===== config.mk =====
export PLATFORM = sky130hd
export DESIGN_NAME = tca_queue
export DESIGN_NICKNAME = d
export VERILOG_FILES = /design/src/hdl/tca_pkg.sv /design/src/hdl/tca_queue.sv
export SDC_FILE = /design/constraint.sdc
export NUM_CORES = 1
export LEC_CHECK = 0
export ABC_AREA = 1
export CELL_PAD_IN_SITES_DETAIL_PLACEMENT = 0
export CELL_PAD_IN_SITES_GLOBAL_PLACEMENT = 2
export CORE_ASPECT_RATIO = 1.2
export CORE_UTILIZATION = 44
export DETAILED_ROUTE_END_ITERATION = 8
export DONT_BUFFER_PORTS = 1
export GPL_TIMING_DRIVEN = 0
export PLACE_DENSITY = 0.88
export SLEW_MARGIN = 30
export SYNTH_ARGS = -nofsm -noshare
export SYNTH_HDL_FRONTEND = slang
export SYNTH_SLANG_ARGS = --single-unit

===== constraint.sdc =====
create_clock -name i_clk -period 3.46 [get_ports i_clk]
set_input_delay 0.173 -clock i_clk [delete_from_list [all_inputs] [get_ports i_clk]]
set_output_delay 0.173 -clock i_clk [all_outputs]
set_load 0.05 [all_outputs]

===== src/hdl/tca_pkg.sv =====
package tca_pkg;

    localparam int SQ_W         = 32;
    localparam int DIFF_W       = 16;
    localparam int N_W          = 34;
    localparam int P_W          = 64;
    localparam int R_W          = 32;
    localparam int H_W          = 5;
    localparam int NUM_W        = 50;
    localparam int Q_W          = 18;
    localparam int QC_W         = 17;
    localparam int C_W          = 18;
    localparam int YIN_W        = 34;
    localparam int Y_W          = 17;
    localparam int X_W          = 20;
    localparam int Z_W          = 26;
    localparam int ANG_W        = 16;
    localparam int CORDIC_STEPS = 17;
    localparam int QUEUE_DEPTH  = 4;
    localparam int QA_W         = 2;

    localparam int ONE_Q16      = 65536;
    localparam int DEG90_Q16    = 5898240;
    localparam int ANGLE_MAX    = 46080;
    localparam int ANGLE_RIGHT  = 23040;
    localparam int DIFF_LIMIT   = 32767;

    typedef struct packed {
        logic            degen;
        logic [SQ_W-1:0] la;
        logic [SQ_W-1:0] lb;
        logic [SQ_W-1:0] lc;
    } t_sides;

    typedef struct packed {
        logic degen;
        logic right;
    } t_ctag;

    // arctangent of 2^-i in Q16 degrees
    function automatic logic signed [Z_W-1:0] atan_q16(input int idx);
        logic signed [Z_W-1:0] v;
        unique case (idx)
            0:       v = Z_W'(2949120);
            1:       v = Z_W'(1740967);
            2:       v = Z_W'(919879);
            3:       v = Z_W'(466945);
            4:       v = Z_W'(234379);
            5:       v = Z_W'(117304);
            6:       v = Z_W'(58666);
            7:       v = Z_W'(29335);
            8:       v = Z_W'(14668);
            9:       v = Z_W'(7334);
            10:      v = Z_W'(3667);
            11:      v = Z_W'(1833);
            12:      v = Z_W'(917);
            13:      v = Z_W'(458);
            14:      v = Z_W'(229);
            15:      v = Z_W'(115);
            16:      v = Z_W'(57);
            default: v = '0;
        endcase
        return v;
    endfunction

endpackage


===== src/hdl/tca_queue.sv =====
module tca_queue (
    input  logic            i_clk,
    input  logic            i_rst_n,
    input  logic            i_push,
    input  tca_pkg::t_sides i_data,
    output logic            o_full,
    input  logic            i_pop,
    output tca_pkg::t_sides o_data,
    output logic            o_empty
);

    tca_pkg::t_sides              r_mem [0:tca_pkg::QUEUE_DEPTH-1];
    logic [tca_pkg::QA_W-1:0]     r_wr;
    logic [tca_pkg::QA_W-1:0]     r_rd;
    logic [tca_pkg::QA_W:0]       r_cnt;

    assign o_full  = (r_cnt == (tca_pkg::QA_W + 1)'(tca_pkg::QUEUE_DEPTH));
    assign o_empty = (r_cnt == '0);
    assign o_data  = r_mem[r_rd];

    always_ff @(posedge i_clk) begin
        if (!i_rst_n) begin
            r_wr  <= '0;
            r_rd  <= '0;
            r_cnt <= '0;
        end else begin
            if (i_push) begin
                r_wr <= r_wr + 1'b1;
            end
            if (i_pop) begin
                r_rd <= r_rd + 1'b1;
            end
            case ({i_push, i_pop})
                2'b10:   r_cnt <= r_cnt + 1'b1;
                2'b01:   r_cnt <= r_cnt - 1'b1;
                default: r_cnt <= r_cnt;
            endcase
        end
    end

    always_ff @(posedge i_clk) begin
        if (i_push) begin
            r_mem[r_wr] <= i_data;
        end
    end

endmodule


# ---- Word level (Yosys, flattened, before mapping)
# Memory sizes are Yosys's and may differ from the RTL's. A register that Yosys moved wholly into a read port is not among the register bits.
# Index checks and enable logic that the tools add are counted.
dict set report word_totals {
  out_inout_bits 99
  elab_cells 18
  inputBits 101
  n_memories 1
  ramBits 388
  regBits 7
}
# name depth word_bits read_ports rd_ports_with_merged_regs write_ports line_no
set mem_list {}
lappend mem_list {r_mem 4 97 1 1 1 tca_queue.sv:12} ;# tca_pkg::t_sides r_mem [0:tca_pkg::QUEUE_DEPTH-1];
dict set report classes {
  reduce_logical 2
  n_eq_ne 3
  mux 5
  n_addsub 4
}
# operator count
set op_table {}
lappend op_table {{3-bit one-hot mux with 2 select lines} 1}
lappend op_table {{2-bit by 1-bit adder with 2-bit output, second input constant} 2}
lappend op_table {{2-bit 2-to-1 mux} 2}
lappend op_table {{3-bit by 1-bit adder with 3-bit output, second input constant} 1}
lappend op_table {{3-bit == test, second input constant} 1}
lappend op_table {{3-bit logical NOT} 1}
lappend op_table {{3-bit by 1-bit subtractor with 3-bit output, second input constant} 1}
lappend op_table {{2-bit by 1-bit == test with 1-bit output, second input constant} 1}
lappend op_table {{2-bit == test, second input constant} 1}
lappend op_table {{1-bit 2-to-1 mux} 2}
lappend op_table {{2-bit nonzero test} 1}

# ---- Longest topological paths before layout
dict set report depth {
  word_depth 3
  depth_mapped 10
  mapped_depth_nobuf 10
}

# ---- Least setup slack after synthesis
# OpenSTA, ideal clock, no wires.
dict set report synth_path {
  path_type {reg-to-reg}
  start {register r_wr[0] (netlist name)}
  end {memory r_mem[2][0] (netlist name), enable pin}
  t_required_ns 3.009
  path_buffers 0
  setup_time_ns 0.451
  synth_period_minus_slack_ns 2.913
  path_slack_ns 0.547
  path_stages_with_launch 5
  t_arrival_ns 2.462
  path_cell_list {dfxtp_1 -> inv_1 -> ha_1 -> nand2_1 -> inv_1}
}
# item line_no
set synth_rtl {}
lappend synth_rtl {{start, declared} tca_queue.sv:13} ;# logic [tca_pkg::QA_W-1:0] r_wr;
lappend synth_rtl {{start signal, assigned} tca_queue.sv:28} ;# r_wr <= r_wr + 1'b1;
lappend synth_rtl {{end, declared} tca_queue.sv:12}
# Straight into the memory's write port.

==> flow_summary.html <==
<table>
<tr><th>Metric</th><th>Value</th></tr>
<tr><th colspan="2">Floorplanning</th></tr>
<tr><td>Starting utilization of the core area</td><td>44.70%</td></tr>
<tr><td>Total die area</td><td>34,330 um^2</td></tr>
<tr><td>Core region area</td><td>33,060 um^2</td></tr>
<tr><td>Floorplan die height</td><td>202.8 um</td></tr>
<tr><td>Row cnt</td><td>73</td></tr>
<tr><td>Die width</td><td>169.3 um</td></tr>
<tr><td>Number of top-level pins</td><td>200</td></tr>
<tr><th colspan="2">Global route</th></tr>
<tr><td>Maximum number of pins on one net before global-route repair</td><td>66</td></tr>
<tr><td>Via count of the first global-routing pass</td><td>9,016</td></tr>
<tr><td>Total grt overflow</td><td>0</td></tr>
<tr><td>Tot GR Track Use</td><td>20.14%</td></tr>
<tr><td>Wire length of the first global-routing pass</td><td>51,550 um</td></tr>
<tr><td>Number of antenna violations at the first check in global routing</td><td>3</td></tr>
<tr><th colspan="2">Pwr</th></tr>
<tr><td>Peak VDD IR</td><td>0.0004222 V</td></tr>
<tr><td>Power density over the cells</td><td>610.4 nW/um^2</td></tr>
<tr><td>Int Pwr</td><td>0.008216 W</td></tr>
<tr><td>Combinational Power Share</td><td>13.8%</td></tr>
<tr><td>Switching power total</td><td>0.002976 W</td></tr>
<tr><td>Static Leak</td><td>6.089 nW</td></tr>
<tr><td>Relative contribution of the clock network to total power</td><td>36.7%</td></tr>
<tr><td>Switching portion of total power</td><td>26.59%</td></tr>
<tr><td>Flop pwr share</td><td>49.5%</td></tr>
<tr><th colspan="2">Yosys</th></tr>
<tr><td>Number of distinct library cells after synthesis</td><td>20</td></tr>
<tr><td>Number of synthesized register bits</td><td>397</td></tr>
<tr><td>Mean instance size in the synthesized netlist</td><td>14.87 um^2</td></tr>
<tr><td>Sequential fraction of the synthesis area</td><td>80.05%</td></tr>
<tr><td>Main combinational cell family by area after synthesis</td><td>compound AO/OA/AOI/OAI gates</td></tr>
<tr><td>Library cell with the largest summed area after synthesis</td><td>sky130_fd_sc_hd__edfxtp_1</td></tr>
<tr><td>Cell area after technology mapping</td><td>14,780 um^2</td></tr>
<tr><td>Post-synthesis compound-gate area fraction</td><td>11.05%</td></tr>
<tr><td>Area share of fa/ha/maj cells after synthesis</td><td>0.5587%</td></tr>
<tr><td>Post-synth net total</td><td>1,101</td></tr>
<tr><td>Leading cell types by total area after synthesis</td><td>sky130_fd_sc_hd__edfxtp_1 (79%), sky130_fd_sc_hd__nor2_1 (5.0%), sky130_fd_sc_hd__o21ai_0 (4.6%)</td></tr>
<tr><td>Fraction of post-synthesis cell area in the top cell type by area</td><td>78.83%</td></tr>
<tr><td>Post-synthesis xor/xnor area fraction</td><td>0%</td></tr>
<tr><td>Fraction of the mapped netlist area in simple logic gates</td><td>5.375%</td></tr>
<tr><td>Mux contribution to synthesized area</td><td>0%</td></tr>
<tr><td>Count of warnings emitted by yosys</td><td>0</td></tr>
<tr><td>Synth Instances</td><td>994</td></tr>
<tr><th colspan="2">CTS</th></tr>
<tr><td>Maximum clock path buffer count</td><td>3</td></tr>
<tr><td>H-tree levels</td><td>2</td></tr>
<tr><td>Number of hold buffers added after CTS</td><td>100</td></tr>
<tr><td>Clock Tree Root</td><td>sky130_fd_sc_hd__clkbuf_16</td></tr>
<tr><td>Post-CTS repair timing setup buffer count</td><td>0</td></tr>
<tr><td># resized after CTS</td><td>0</td></tr>
<tr><td>Clock buffers created by TritonCTS</td><td>39</td></tr>
<tr><td>CTS tree</td><td>built</td></tr>
<tr><td>CTS clock-pin slew for the worst setup and hold paths</td><td>60 ps</td></tr>
<tr><td># clock sinks</td><td>397</td></tr>
<tr><td>Skew-Pair Late Insertion Delay</td><td>530 ps</td></tr>
<tr><th colspan="2">Detailed routing</th></tr>
<tr><td>Initial DRT Pass Iterations</td><td>4</td></tr>
<tr><td>Initial drt markers</td><td>517</td></tr>
<tr><td>DR DRC count</td><td>0</td></tr>
<tr><td>Total number of vias</td><td>8,769</td></tr>
<tr><td>Vias per std cell</td><td>5.413</td></tr>
<tr><td>Total length of routed wires</td><td>35,030 um</td></tr>
<tr><td>Routed len/inst</td><td>21.63 um</td></tr>
<tr><td>Final antenna-violating net count</td><td>0</td></tr>
<tr><th colspan="2">Worst setup path</th></tr>
<tr><td>Worst path arrival time</td><td>2820 ps</td></tr>
<tr><td>CP endpoint kind</td><td>primary output</td></tr>
<tr><td>Critical path startpoint category</td><td>flop</td></tr>
<tr><td>Maximum fanout count along the critical path</td><td>10</td></tr>
<tr><td>WS Path Type</td><td>flop to primary output</td></tr>
<tr><td>Required time at the worst-slack endpoint</td><td>3290 ps</td></tr>
<tr><th colspan="2">Cells and area</th></tr>
<tr><td>Share of post-route cells with drive strength above 1</td><td>16.78%</td></tr>
<tr><td>Layout overhead on the synthesized area</td><td>24.03%</td></tr>
<tr><td>Area of all placed cells without fillers</td><td>18,330 um^2</td></tr>
<tr><td>Final nets</td><td>1,246</td></tr>
<tr><td>Filler cells</td><td>2,671</td></tr>
<tr><td>Non-filler cells, final</td><td>1,620</td></tr>
<tr><th colspan="2">Place</th></tr>
<tr><td>Routability-driven placement congestion ratio</td><td>0.7233</td></tr>
<tr><td>Worst slack at placement</td><td>922.2 ps</td></tr>
<tr><td>Post-placement cell area</td><td>16,030 um^2</td></tr>
<tr><td>Port Buf Inserts</td><td>0</td></tr>
<tr><td>Cell count after placement</td><td>1,448</td></tr>
<tr><td>Half-perimeter wire length after placement</td><td>19,910 um</td></tr>
<tr><th colspan="2">Status</th></tr>
<tr><td>Status</td><td>completed</td></tr>
<tr><th colspan="2">Timing</th></tr>
<tr><td>Total negative slack</td><td>0 ps</td></tr>
<tr><td>Setup ws final</td><td>466.7 ps</td></tr>
<tr><td>Final period utilization</td><td>86.51%</td></tr>
<tr><td>Maximum clock frequency</td><td>0.3341 GHz</td></tr>
<tr><td>Count of endpoints failing hold in the final timing report</td><td>0</td></tr>
<tr><td>Worst clock skew</td><td>14.50 ps</td></tr>
<tr><td>Final worst hold slack</td><td>131.2 ps</td></tr>
<tr><td>Slew of the pin with the lowest slew margin</td><td>1058 ps</td></tr>
<tr><td>RSZ-0062 raised after global routing</td><td>no</td></tr>
<tr><td>Total count of max-transition violations in the final report</td><td>0</td></tr>
<tr><td>Final setup fails</td><td>0</td></tr>
<tr><td>Headroom to the max-slew limit</td><td>30.49%</td></tr>
<tr><td>Final critical path time including I/O delays and setup</td><td>2993 ps</td></tr>
<tr><th colspan="2">Worst hold path</th></tr>
<tr><td>Kind of path behind the tightest hold check</td><td>primary input to flop</td></tr>
<tr><th colspan="2">Job</th></tr>
<tr><td>Max capacitance violation total</td><td>0</td></tr>
</table>
## final timing paths
kind / from / endpoint / slack [ps] / cells past startpoint
setup / recovery: flop / o_data[68] / 470 / 5
hold reg to reg: r_rd[1] / flop / 460 / 1
setup reg to reg: r_wr[1] / r_mem[1][72] / 1660 / 5
hold / removal: i_push / r_mem[3][33] / 130 / 2
## placed cells by master, fill, tap and decap left out
cell type	n
sky130_fd_sc_hd__o21ai_1	63
sky130_fd_sc_hd__clkinv_4	1
sky130_fd_sc_hd__diode_2	2
sky130_fd_sc_hd__edfxtp_1	388
sky130_fd_sc_hd__clkinv_1	12
sky130_fd_sc_hd__clkbuf_2	3
sky130_fd_sc_hd__a21oi_1	5
sky130_fd_sc_hd__o22ai_1	2
sky130_fd_sc_hd__nor2_1	197
sky130_fd_sc_hd__ha_1	5
sky130_fd_sc_hd__nor3_2	2
sky130_fd_sc_hd__nand3_1	1
sky130_fd_sc_hd__inv_8	4
sky130_fd_sc_hd__o21ai_0	137
sky130_fd_sc_hd__inv_2	1
sky130_fd_sc_hd__bufinv_16	3
sky130_fd_sc_hd__inv_4	1
sky130_fd_sc_hd__fa_1	1
sky130_fd_sc_hd__nand4_1	1
sky130_fd_sc_hd__o22ai_2	95
sky130_fd_sc_hd__inv_6	1
sky130_fd_sc_hd__clkbuf_16	41
sky130_fd_sc_hd__clkinvlp_4	3
sky130_fd_sc_hd__inv_1	11
sky130_fd_sc_hd__buf_6	15
sky130_fd_sc_hd__clkinv_2	3
sky130_fd_sc_hd__buf_16	4
sky130_fd_sc_hd__clkbuf_1	31
sky130_fd_sc_hd__nand2_1	9
sky130_fd_sc_hd__dfxtp_1	9
sky130_fd_sc_hd__dlygate4sd3_1	100
sky130_fd_sc_hd__buf_2	19
## cells in the mapped netlist (all sizes together)
master  number
ha           5
o21ai      200
nand3        1
nand2        9
nand4        1
buf         34
clkbuf      28
fa           1
nor2       197
a21oi        5
o22ai       97
edfxtp     388
nor3         2
dfxtp        9
inv         17
## layout make-up
cell class / count / area (um^2) / area share, %
inverter: 17 / 96.34 / 0.5255
clock inverter: 23 / 190.2 / 1.037
buffer: 62 / 372.9 / 2.034
sequential: 397 / 11830 / 64.54
clock buffer: 47 / 1049 / 5.719
multi-input combinational: 518 / 3114 / 16.99
tap: 450 / 563.0 / 3.071
antenna: 2 / 5.005 / 0.02730
timing repair buffer: 104 / 1111 / 6.061
## stage by stage
stage,total power [W],utilization [%]
5_1_grt,0.01152,55.44
2_1_floorplan,0.006676,-
3_5_place_dp,0.007049,48.49
6_report,0.01119,55.45
3_3_place_gp,0.006940,46.41
4_1_cts,0.01124,55.26
## layer usage
metal | wire length (um) | vias up | global-route usage (%) | share of wire (%)
met2 | 17980 | 273 | 36.10 | 51
met4 | 730 | 2 | 6.371 | 2.1
li1 | - | 4052 | - | -
met5 | 13 | - | 0 | 0.037
met3 | 2452 | 53 | 5.166 | 7.0
met1 | 13850 | 4389 | 23.49 | 40
## registers in the layout (all words and copies together), names as in the netlist, named ones only
register / flops
r_rd: 2
r_cnt: 3
r_wr: 2
r_mem: 388
## kinds of logic after synthesis
kind of cell	after synthesis
fa+ha+maj	6
buf+inv	79
compound gates	302
flops	397
simple gates	210
## critical path, stage by stage (launching register included)
cell	delay, ps
sky130_fd_sc_hd__dfxtp_1	470
sky130_fd_sc_hd__inv_2	270
sky130_fd_sc_hd__buf_6	190
sky130_fd_sc_hd__clkbuf_1	410
sky130_fd_sc_hd__o21ai_1	130
sky130_fd_sc_hd__o22ai_1	820
## power by group through the flow
stage | clock (W) | sequential [W] | combinational (W)
floorplan | 0 | 0.00565 | 0.00103
global placement | 0 | 0.00567 | 0.00127
detailed placement | 0 | 0.00565 | 0.00140
CTS | 0.00415 | 0.00554 | 0.00154
global route | 0.00434 | 0.00556 | 0.00162
finish | 0.00411 | 0.00554 | 0.00154
No activity file was read; power rests on OpenSTA's default activity.
